## config.mk

```make
export PLATFORM = sky130hd
export DESIGN_NAME = velocity_command_frame_parser
export DESIGN_NICKNAME = d
export VERILOG_FILES = /design/src/design/vcfp_pkg.sv /design/src/design/vcfp_front.sv /design/src/design/vcfp_cmd_queue.sv /design/src/design/vcfp_back.sv /design/src/design/velocity_command_frame_parser.sv
export SDC_FILE = /design/constraint.sdc
export NUM_CORES = 2
export LEC_CHECK = 0
export ABC_AREA = 1
export BUFFER_PORTS_ARGS = -buffer_cell sky130_fd_sc_hd__buf_2
export CORE_UTILIZATION = 30
export DETAILED_ROUTE_END_ITERATION = 10
export SETUP_SLACK_MARGIN = 0.4
export SYNTH_ARGS = -nofsm -noshare
export SYNTH_HDL_FRONTEND = slang
export SYNTH_HIERARCHICAL = 1
export SYNTH_SLANG_ARGS = --single-unit
```

## constraint.sdc

```tcl
create_clock -name i_clk -period 9.57 [get_ports i_clk]
set_input_delay 0.4785 -clock i_clk [delete_from_list [all_inputs] [get_ports i_clk]]
set_output_delay 0.4785 -clock i_clk [all_outputs]
set_load 0.01 [all_outputs]
```

## src/design/vcfp_pkg.sv

```systemverilog
// Package for the velocity command frame parser.
// Holds payload structs, frame constants and the turn-rate scaling constants.
// No dependencies.
package vcfp_pkg;

    localparam int BUFFER_BYTES = 32;
    localparam int POS_W        = 8;
    localparam logic [POS_W-1:0] POS_LAST = POS_W'(BUFFER_BYTES - 1);

    localparam logic [7:0] CH_START = 8'h53;
    localparam logic [7:0] CH_END   = 8'h45;

    localparam logic [3:0] OFF_PAYLOAD_END = 4'd8;
    localparam logic [3:0] OFF_CHECKSUM    = 4'd9;
    localparam logic [3:0] OFF_END_MARK    = 4'd10;
    localparam logic [3:0] OFF_SAT         = 4'd11;

    // pi * 2^60; K = floor(pi * 2^60 / 1800) fits in 51 bits
    localparam logic [63:0] PI60     = 64'h3243F6A8885A308D;
    localparam logic [63:0] TURN_K   = PI60 / 64'd1800;
    localparam logic [24:0] TURN_KHI = TURN_K[50:26];
    localparam logic [25:0] TURN_KLO = TURN_K[25:0];
    localparam logic [58:0] ROUND_HALF = 59'd1 << 43;

    localparam int CMD_DEPTH = 4;
    localparam int CMD_AW    = $clog2(CMD_DEPTH);
    localparam int RES_DEPTH = 4;
    localparam int RES_AW    = $clog2(RES_DEPTH);

    typedef struct packed {
        logic [7:0] rx_byte;
        logic       buffer_last;
    } t_item;

    typedef struct packed {
        logic               start_found;
        logic               frame_valid;
        logic               targets_updated;
        logic signed [31:0] target_speed;
        logic signed [47:0] target_turn_rate;
        logic signed [31:0] previous_speed;
        logic signed [47:0] previous_turn_rate;
    } t_result;

    // classified frame handed from front to back
    typedef struct packed {
        logic        start_found;
        logic        frame_valid;
        logic        targets_updated;
        logic [31:0] speed;
        logic        turn_neg;
        logic [31:0] turn_mag;
    } t_cmd;

endpackage

```

## src/design/vcfp_front.sv

```systemverilog
// Front end: scans received bytes, tracks the frame after the first start byte.
// Emits one classified command per buffer end. Depends on vcfp_pkg.
module vcfp_front import vcfp_pkg::*; (
    input  logic  i_clk,
    input  logic  i_rst_n,
    input  logic  i_accept,
    input  t_item i_item,
    input  logic  i_slam,
    output logic  o_cmd_push,
    output t_cmd  o_cmd
);

    logic [POS_W-1:0] r_pos;
    logic             r_seen, n_seen;
    logic [3:0]       r_off, n_off;
    logic [63:0]      r_payload, n_payload;
    logic [7:0]       r_xor, n_xor;
    logic             r_csum, n_csum;
    logic             r_endok, n_endok;
    logic             at_end;
    logic             valid;
    logic [31:0]      turn_raw;

    always_comb begin
        n_seen    = r_seen;
        n_off     = r_off;
        n_payload = r_payload;
        n_xor     = r_xor;
        n_csum    = r_csum;
        n_endok   = r_endok;
        if (!r_seen) begin
            if (i_item.rx_byte == CH_START) begin
                n_seen = 1'b1;
                n_off  = 4'd0;
            end
        end else if (r_off < OFF_SAT) begin
            n_off = r_off + 4'd1;
            priority if (n_off <= OFF_PAYLOAD_END) begin
                for (int i = 0; i < 8; i++) begin
                    if (n_off == 4'(i + 1)) begin
                        n_payload[i*8 +: 8] = r_payload[i*8 +: 8] | i_item.rx_byte;
                    end
                end
                n_xor = r_xor ^ i_item.rx_byte;
            end else if (n_off == OFF_CHECKSUM) begin
                n_csum = (r_xor == i_item.rx_byte);
            end else if (n_off == OFF_END_MARK) begin
                n_endok = (i_item.rx_byte == CH_END);
            end else begin
                n_csum = r_csum;
            end
        end
    end

    assign at_end = i_item.buffer_last || (r_pos == POS_LAST);

    // payload is complete before the end marker can be seen
    assign valid    = n_seen && n_csum && n_endok;
    assign turn_raw = valid ? r_payload[63:32] : 32'd0;

    always_comb begin
        o_cmd.start_found     = n_seen;
        o_cmd.frame_valid     = valid;
        o_cmd.targets_updated = n_seen && i_slam;
        o_cmd.speed           = valid ? r_payload[31:0] : 32'd0;
        o_cmd.turn_neg        = turn_raw[31];
        o_cmd.turn_mag        = turn_raw[31] ? (~turn_raw + 32'd1) : turn_raw;
    end

    assign o_cmd_push = i_accept && at_end;

    always_ff @(posedge i_clk) begin
        if (!i_rst_n) begin
            r_pos     <= '0;
            r_seen    <= 1'b0;
            r_off     <= '0;
            r_payload <= '0;
            r_xor     <= '0;
            r_csum    <= 1'b0;
            r_endok   <= 1'b0;
        end else if (i_accept) begin
            if (at_end) begin
                r_pos     <= '0;
                r_seen    <= 1'b0;
                r_off     <= '0;
                r_payload <= '0;
                r_xor     <= '0;
                r_csum    <= 1'b0;
                r_endok   <= 1'b0;
            end else begin
                r_pos     <= r_pos + 1'b1;
                r_seen    <= n_seen;
                r_off     <= n_off;
                r_payload <= n_payload;
                r_xor     <= n_xor;
                r_csum    <= n_csum;
                r_endok   <= n_endok;
            end
        end
    end

endmodule

```

## src/design/vcfp_cmd_queue.sv

```systemverilog
// Short command queue between front end and back end.
// Register-based FIFO of t_cmd entries. Depends on vcfp_pkg.
module vcfp_cmd_queue import vcfp_pkg::*; (
    input  logic i_clk,
    input  logic i_rst_n,
    input  logic i_push,
    input  t_cmd i_cmd,
    output logic o_full,
    input  logic i_pop,
    output t_cmd o_cmd,
    output logic o_empty
);

    t_cmd              r_mem [CMD_DEPTH];
    logic [CMD_AW-1:0] r_wr_ptr;
    logic [CMD_AW-1:0] r_rd_ptr;
    logic [CMD_AW:0]   r_count;
    logic              do_push;
    logic              do_pop;

    assign o_full  = (r_count == (CMD_AW+1)'(CMD_DEPTH));
    assign o_empty = (r_count == '0);
    assign o_cmd   = r_mem[r_rd_ptr];
    assign do_push = i_push && !o_full;
    assign do_pop  = i_pop && !o_empty;

    always_ff @(posedge i_clk) begin
        if (do_push) begin
            r_mem[r_wr_ptr] <= i_cmd;
        end
    end

    always_ff @(posedge i_clk) begin
        if (!i_rst_n) begin
            r_wr_ptr <= '0;
            r_rd_ptr <= '0;
            r_count  <= '0;
        end else begin
            if (do_push) begin
                r_wr_ptr <= r_wr_ptr + 1'b1;
            end
            if (do_pop) begin
                r_rd_ptr <= r_rd_ptr + 1'b1;
            end
            unique case ({do_push, do_pop})
                2'b10:   r_count <= r_count + 1'b1;
                2'b01:   r_count <= r_count - 1'b1;
                default: r_count <= r_count;
            endcase
        end
    end

endmodule

```

## src/design/vcfp_back.sv

```systemverilog
// Back end: turn-rate scaling pipeline, target update and result queue.
// Takes commands from vcfp_cmd_queue only when the result queue has room.
// Depends on vcfp_pkg.
module vcfp_back import vcfp_pkg::*; (
    input  logic    i_clk,
    input  logic    i_rst_n,
    input  logic    i_cmd_empty,
    input  t_cmd    i_cmd,
    output logic    o_cmd_pop,
    output logic    o_empty,
    input  logic    i_pop,
    output t_result o_result
);

    // scaling stage A: partial products
    logic        r_a_valid;
    t_cmd        r_a_cmd;
    logic [56:0] r_a_phi;
    logic [57:0] r_a_plo;

    // scaling stage B: rounded, signed Q32.16
    logic        r_b_valid;
    t_cmd        r_b_cmd;
    logic [47:0] r_b_turn;

    logic [58:0] low_sum;
    logic [57:0] full_sum;
    logic [47:0] mag48;
    logic [47:0] n_b_turn;

    logic signed [31:0] r_speed_tgt;
    logic signed [47:0] r_turn_tgt;
    logic signed [31:0] r_speed_prev;
    logic signed [47:0] r_turn_prev;

    t_result           res;
    t_result           r_res_mem [RES_DEPTH];
    logic [RES_AW-1:0] r_res_wr;
    logic [RES_AW-1:0] r_res_rd;
    logic [RES_AW:0]   r_res_count;
    logic [RES_AW+1:0] committed;
    logic              res_pop;

    // room for everything in flight plus one more
    assign committed = (RES_AW+2)'(r_res_count) + (RES_AW+2)'(r_a_valid)
                     + (RES_AW+2)'(r_b_valid);
    assign o_cmd_pop = !i_cmd_empty && (committed < (RES_AW+2)'(RES_DEPTH));

    always_ff @(posedge i_clk) begin
        r_a_cmd  <= i_cmd;
        r_a_phi  <= 57'(i_cmd.turn_mag) * 57'(TURN_KHI);
        r_a_plo  <= 58'(i_cmd.turn_mag) * 58'(TURN_KLO);
        r_b_cmd  <= r_a_cmd;
        r_b_turn <= n_b_turn;
    end

    always_comb begin
        low_sum  = {1'b0, r_a_plo} + ROUND_HALF;
        full_sum = {1'b0, r_a_phi} + 58'(low_sum >> 26);
        mag48    = {8'd0, full_sum[57:18]};
        n_b_turn = r_a_cmd.turn_neg ? (~mag48 + 48'd1) : mag48;
    end

    always_comb begin
        res.start_found     = r_b_cmd.start_found;
        res.frame_valid     = r_b_cmd.frame_valid;
        res.targets_updated = r_b_cmd.targets_updated;
        if (r_b_cmd.targets_updated) begin
            res.target_speed       = r_b_cmd.speed;
            res.target_turn_rate   = r_b_turn;
            res.previous_speed     = r_speed_tgt;
            res.previous_turn_rate = r_turn_tgt;
        end else begin
            res.target_speed       = r_speed_tgt;
            res.target_turn_rate   = r_turn_tgt;
            res.previous_speed     = r_speed_prev;
            res.previous_turn_rate = r_turn_prev;
        end
    end

    always_ff @(posedge i_clk) begin
        if (!i_rst_n) begin
            r_a_valid    <= 1'b0;
            r_b_valid    <= 1'b0;
            r_speed_tgt  <= '0;
            r_turn_tgt   <= '0;
            r_speed_prev <= '0;
            r_turn_prev  <= '0;
        end else begin
            r_a_valid <= o_cmd_pop;
            r_b_valid <= r_a_valid;
            if (r_b_valid && r_b_cmd.targets_updated) begin
                r_speed_tgt  <= res.target_speed;
                r_turn_tgt   <= res.target_turn_rate;
                r_speed_prev <= res.previous_speed;
                r_turn_prev  <= res.previous_turn_rate;
            end
        end
    end

    // result queue
    assign o_empty  = (r_res_count == '0);
    assign o_result = r_res_mem[r_res_rd];
    assign res_pop  = i_pop && !o_empty;

    always_ff @(posedge i_clk) begin
        if (r_b_valid) begin
            r_res_mem[r_res_wr] <= res;
        end
    end

    always_ff @(posedge i_clk) begin
        if (!i_rst_n) begin
            r_res_wr    <= '0;
            r_res_rd    <= '0;
            r_res_count <= '0;
        end else begin
            if (r_b_valid) begin
                r_res_wr <= r_res_wr + 1'b1;
            end
            if (res_pop) begin
                r_res_rd <= r_res_rd + 1'b1;
            end
            unique case ({r_b_valid, res_pop})
                2'b10:   r_res_count <= r_res_count + 1'b1;
                2'b01:   r_res_count <= r_res_count - 1'b1;
                default: r_res_count <= r_res_count;
            endcase
        end
    end

endmodule

```

## src/design/velocity_command_frame_parser.sv

```systemverilog
// Top level of the velocity command frame parser.
// Instantiates vcfp_front, vcfp_cmd_queue and vcfp_back; depends on vcfp_pkg.
//
// Usage:
//   Input queue: drive i_item (rx_byte, buffer_last) with push; a byte is
//   taken on a clock edge with push high and full low. A buffer ends on the
//   byte with buffer_last set, or on byte BUFFER_BYTES.
//   Result queue: while empty is low, o_result holds the oldest result; it is
//   taken on an edge with pop high. One result per buffer.
//   Config: i_cfg_wr_en writes i_cfg_wr_data into the host control mode bit;
//   write only while no buffer is in progress and all results are taken.
//   Throughput: one byte per cycle while full is low; one result per cycle
//   for one-byte buffers while pop keeps the result queue from filling.
//   Path: front classify, command queue, partial products, rounding and target update.
//   Reset (synchronous, active low) clears frame state, targets, config and
//   both queues; no clearing pass is needed.
//   A stalled receiver fills the result queue, then the command queue, then
//   full rises; no request is lost.
module velocity_command_frame_parser import vcfp_pkg::*; (
    input  logic    i_clk,
    input  logic    i_rst_n,
    input  logic    push,
    input  t_item   i_item,
    output logic    full,
    output logic    empty,
    input  logic    pop,
    output t_result o_result,
    input  logic    i_cfg_wr_en,
    input  logic    i_cfg_wr_data
);

    logic r_slam;
    logic accept;
    logic cmd_push;
    t_cmd front_cmd;
    t_cmd queue_cmd;
    logic cmd_empty;
    logic cmd_pop;

    always_ff @(posedge i_clk) begin
        if (!i_rst_n) begin
            r_slam <= 1'b0;
        end else if (i_cfg_wr_en) begin
            r_slam <= i_cfg_wr_data;
        end
    end

    assign accept = push && !full;

    vcfp_front u_front (
        .i_clk      (i_clk),
        .i_rst_n    (i_rst_n),
        .i_accept   (accept),
        .i_item     (i_item),
        .i_slam     (r_slam),
        .o_cmd_push (cmd_push),
        .o_cmd      (front_cmd)
    );

    vcfp_cmd_queue u_cmd_queue (
        .i_clk   (i_clk),
        .i_rst_n (i_rst_n),
        .i_push  (cmd_push),
        .i_cmd   (front_cmd),
        .o_full  (full),
        .i_pop   (cmd_pop),
        .o_cmd   (queue_cmd),
        .o_empty (cmd_empty)
    );

    vcfp_back u_back (
        .i_clk       (i_clk),
        .i_rst_n     (i_rst_n),
        .i_cmd_empty (cmd_empty),
        .i_cmd       (queue_cmd),
        .o_cmd_pop   (cmd_pop),
        .o_empty     (empty),
        .i_pop       (pop),
        .o_result    (o_result)
    );

endmodule

```

After elaboration in Yosys (flattened, before gate mapping)

Memories as Yosys holds them, arrays and structs flattened. A register that Yosys moved wholly into a read port is not among the register bits.
Cells that the tools add are included.

Register bits after elaboration: 492
Bits of input ports: 15
Memories kept: 2
Output and inout port bits: 165
Bits in writable memories: 924
Logic and storage cells: 184

Reductions and logical operators: 40
Magnitude comparators: 3
Equal/unequal tests: 20
Muxes and demuxes: 50
$add $sub $neg: 16
$mul: 2
Bitwise operators: 11

Memory list:

| name              | depth | width | read ports | clocked after memory_dff | write ports | line                 | RTL |
|---|---|---|---|---|---|---|---|
| u_back.r_res_mem  | 4     | 163   | 1          | 1                        | 1           | vcfp_back.sv:37      | `t_result r_res_mem [RES_DEPTH];` |
| u_cmd_queue.r_mem | 4     | 68    | 1          | 1                        | 1           | vcfp_cmd_queue.sv:14 | `t_cmd r_mem [CMD_DEPTH];` |

Operators with widths:

| cell                                                                   | number |
|---|---|
| 64-bit two-way mux                                                     | 4 |
| 160-bit two-way mux                                                    | 1 |
| 8-bit two-way mux                                                      | 13 |
| 32-bit two-way mux                                                     | 3 |
| 8-bit bitwise OR                                                       | 8 |
| 57-bit by 33-bit adder with 58-bit output                              | 1 |
| 56-bit by 44-bit adder with 57-bit output (second input constant)      | 1 |
| 32-bit by 24-bit multiplier with 56-bit output (second input constant) | 1 |
| 32-bit by 21-bit multiplier with 53-bit output (second input constant) | 1 |
| 48-bit by 1-bit adder with 48-bit output (second input constant)       | 1 |
| 40-bit inverter with 48-bit output                                     | 1 |
| 40-bit two-way mux                                                     | 1 |
| 5-bit AND reduction                                                    | 8 |
| 32-bit by 1-bit adder with 32-bit output (second input constant)       | 1 |
| 32-bit inverter                                                        | 1 |
| 2-bit nonzero test                                                     | 13 |
| 1-bit two-way mux                                                      | 18 |
| 4-bit by 3-bit equality test with 1-bit output (second input constant) | 4 |
| 8-bit by 7-bit equality test with 1-bit output (second input constant) | 2 |
| 4-bit two-way mux                                                      | 4 |
| 4-bit equality test (second input constant)                            | 3 |
| 3-bit one-hot mux with 2 select lines                                  | 2 |
| 1-bit logical AND                                                      | 10 |
| 2-bit by 1-bit adder with 2-bit output (second input constant)         | 4 |
| 25 further kinds                                                       | 36 |

Longest topological paths before layout

Word-level depth: 12
Mapped depth: 32
Depth with buffers taken out: 32

Hierarchy

The synthesis kept the hierarchy.

Modules (own cells, without submodules):

| module                        | cells an instance | seq. area each (µm²) | instances | area an instance (µm²) |
|---|---|---|---|---|
| vcfp_back                     | 6,725             | 26,965.9             | 1         | 65,182.5 |
| vcfp_cmd_queue                | 727               | 8,348.0              | 1         | 10,538.9 |
| vcfp_front                    | 779               | 1,741.7              | 1         | 5,018.6 |
| velocity_command_frame_parser | 8                 | 20.0                 | 1         | 48.8 |

Worst setup path after synthesis

OpenSTA, ideal clock, no wires.

Kind: register to register
Start: reg with a tool-made name
End: reg u_back.r_a_plo[52]
Clock period less this slack: 7.045 ns
Setup time: 0.125 ns
Data arrival time: 6.920 ns
Buffers on the path: 1
Required time: 9.445 ns
Setup slack: 2.525 ns
Stages on the path, launching flop included: 27
Cells stage by stage: dfxtp_1 -> inv_2 -> clkbuf_1 -> o21ai_0 -> o22ai_1 -> inv_1 -> fa_1 -> inv_1 -> fa_1 -> fa_1 -> inv_1 -> fa_1 -> inv_1 -> fa_1 -> fa_1 -> inv_1 -> fa_1 -> inv_1 -> ha_1 -> nand2_1 -> nor2_1 -> inv_1 -> nor3_1 -> o21ai_0 -> nand3_1 -> a31oi_1 -> xor2_1

RTL lines:

| what                 | line            | RTL |
|---|---|---|
| to (signal assigned) | vcfp_back.sv:52 | `r_a_plo <= 58'(i_cmd.turn_mag) * 58'(TURN_KLO);` |
| to (decl)            | vcfp_back.sv:19 | `logic [57:0] r_a_plo;` |

==> run summary <==
number of global-route vias before repair - 56500
post-synthesis cell area - 80800 um^2
Setup TNS - 0 ns
DRT Wirelength - 239000 um
total global-route track usage - 0.173
DR vias/cell - 4.81
mean post-synth cell area - 9.81 um^2
setup slack after layout - 0.912 ns
finished layout cell area - 90800 um^2
via count - 57900
Area Growth Syn to Fin - 12.4%
initial antenna violation count - 12
Die Y - 521 um
clock root cell - clkbuf_16
Sink Count - 1390
Worst slew margin - 0.251
crit path capture type - register
final hold vios - 0
fin util - 0.339
final period utilization - 0.905
DRT iter0 DRCs - 4808
Starting Density - 0.302
Least-Margin Pin Slew - 1.12 ns
Unique masters post-synth - 63
maximum clock path buffer count - 3
max cap viols - 0
status - finished clean
FMAX - 0.116 GHz
syn_nets - 9351
min-delay worst type - primary input to register
Worst Setup Slack post-DPL - 0.940 ns
final net count - 9475
Hold Startpoint - pop
Remaining DRCs - 0
share of cells above drive strength 1 - 0.0736
Post-Place Cell Area - 85700 um^2
clock latency on the worst-skew pair - 0.82 ns
first-pass GRT wire length - 355000 um
most frequent cells in the layout - inv_1, nand2_1, edfxtp_1
# setup viols final - 0
TritonCTS clock tree - yes
critical path class - register to register
TritonRoute pass-1 iters - 6
Crit path arrival time - 9.34 ns
port bufs - 179
die area - 271000 um^2
FF-to-FF setup slack - 0.91 ns
GR Overflow Total - 0
Num CTS Buffers - 145
RR Endpoint - u_back/r_a_phi[49]
wire length per cell - 19.8 um
H-tree depth - 4
commonest non-fill, non-tap cell in the layout - inv_1
CP max FO - 45
synthesized instance count - 8239
ys async rst share - 0
Clock transition at path regs - 0.06 ns
Post-CTS Resized - 0
site row count - 190
Synth Warn # - 6
Worst setup SP type - register
FF+latch count, synth - 1390
pin count of the biggest net entering global routing - 166
Filler Cells Inserted - 26900
min cycle time layout - 8.66 ns
fin. max-slew vios - 0
Post-synth top flop - edfxtp_1
Final Skew - 0.0781 ns
post-route ant nets - 0
placer congestion estimate - 0.990
Die W - 521 um
Core ar. - 268000 um^2
Hold Path Depth - 4
R2R cell count - 23
number of I/O pins - 180
RSZ-0062 raised after global routing - no
WP data required - 10.25 ns
DP HPWL - 178000 um
post-synthesis sequential area ratio - 0.459
number of synthesized flops with an enable pin - 924
[state kept, by name, summed over array words and instances, names as in the netlist, 3 cells and up, named ones only]
name,count
u_front/r_payload,64
u_back/r_res_count,3
u_back/r_turn_prev,48
u_back/r_speed_prev,32
u_cmd_queue/r_count,3
u_back/r_speed_tgt,32
u_back/r_a_cmd,36
u_back/r_res_mem,652
u_cmd_queue/r_mem,272
u_front/r_off,4
u_back/r_b_cmd,35
u_front/r_xor,8
u_back/r_a_plo,28
u_back/r_turn_tgt,48
u_back/r_b_turn,48
u_back/r_a_phi,51
u_front/r_pos,8
[worst max-delay path, cell delays in order, from the launching register on]
cell and delay [ns]:
dfxtp_2 0.51, inv_2 0.74, o21ai_0 0.20, o22ai_1 0.64, buf_4 0.36, ha_1 0.34
ha_1 0.32, inv_1 0.05, fa_1 0.71, fa_1 0.48, inv_1 0.08, fa_1 0.44
fa_1 0.49, ha_1 0.30, ha_1 0.38, nand2_1 0.22, inv_1 0.13, nand4_1 0.10
o21ai_0 0.66, a21oi_1 0.31, o21ai_0 0.36, a21oi_1 0.20, o21ai_0 0.33, xor2_1 0.20
[per-stage QoR]
step | std cells | hold WS, ns
2_1_floorplan | 8239 | 0.310
3_3_place_gp | 11800 | 0.313
3_5_place_dp | 11800 | 0.312
4_1_cts | 12000 | 0.0439
5_1_grt | 12000 | 0.0814
6_report | 12000 | 0.114
[cells in the mapped netlist, types with 10 or more instances]
cell,n,share of area
xor2_1,69,0.0075
buf_1,12,0.00056
nand4_1,36,0.0028
o211ai_1,10,0.00093
buf_4,10,0.00093
clkbuf_1,206,0.0096
a31oi_1,35,0.0027
inv_1,1404,0.065
o21ai_0,840,0.052
nand2_2,34,0.0026
edfxtp_1,924,0.34
o22ai_1,231,0.018
nand3b_1,14,0.0013
nand2_1,1124,0.052
buf_6,14,0.0020
nor2_1,904,0.042
a21oi_1,354,0.022
fa_1,565,0.14
ha_1,532,0.082
buf_2,25,0.0015
nor2_2,25,0.0019
o21ai_1,30,0.0019
dfxtp_1,466,0.12
nand3_1,146,0.0090
nor3_1,30,0.0019
o41ai_1,17,0.0018
o21a_1,20,0.0019
xnor2_1,42,0.0046
inv_2,12,0.00056
[worst max path at each step]
stage                         from                  to  slack (ns)  depth (start not counted)
after floorplan           register  u_back/r_a_plo[52]        2.53                         26
after global placement    register  u_back/r_a_phi[49]        0.89                         23
after detailed placement  register  u_back/r_a_phi[49]        0.94                         23
after CTS                 register  u_back/r_a_phi[49]        0.93                         23
after global routing      register  u_back/r_a_phi[49]        0.61                         23
final                     register  u_back/r_a_phi[49]        0.91                         23
[kinds of logic (layout without fill, tap and decap cells)]
family,Yosys count,in the layout,synth area share
and+or+nand+nor,2353,2353,0.118
adders and majority gates,1097,1097,0.222
AOI/OAI and AO/OA,1589,1589,0.107
other,0,2,0
xor gates and xnor gates,114,114,0.0126
DFF,1390,1390,0.459
buffers and inverters,1696,1945,0.0812
[metal layers]
metal,vias to the layer above,GRT usage,part of all wire
li1,27200,-,-
met1,28700,0.247,0.46
met2,1698,0.271,0.45
met3,277,0.0251,0.061
met4,2,0.0465,0.024
met5,-,0,0.000054
[final cells by class]
| cell class | count | area, um^2 | share of cell area |
|---|---|---|---|
| multi-input combinational | 5153 | 37300 | 0.411 |
| inverter | 1420 | 5370 | 0.0592 |
| antenna | 2 | 5.00 | 0.0000551 |
| clock inverter | 76 | 1010 | 0.0111 |
| timing repair buffer | 253 | 1510 | 0.0167 |
| sequential | 1390 | 37100 | 0.408 |
| tap | 3552 | 4440 | 0.0489 |
| clock buffer | 196 | 4070 | 0.0449 |
[what timing repair did]
item | 4_1_cts | 5_1_grt
hold endpoints to repair | 1 | 0
hold buffers | 2 | 0
setup buffers | 0 | 0
Power is not shown: default switching activity piles up to over one toggle a cycle in this logic, so the estimate is an artifact.
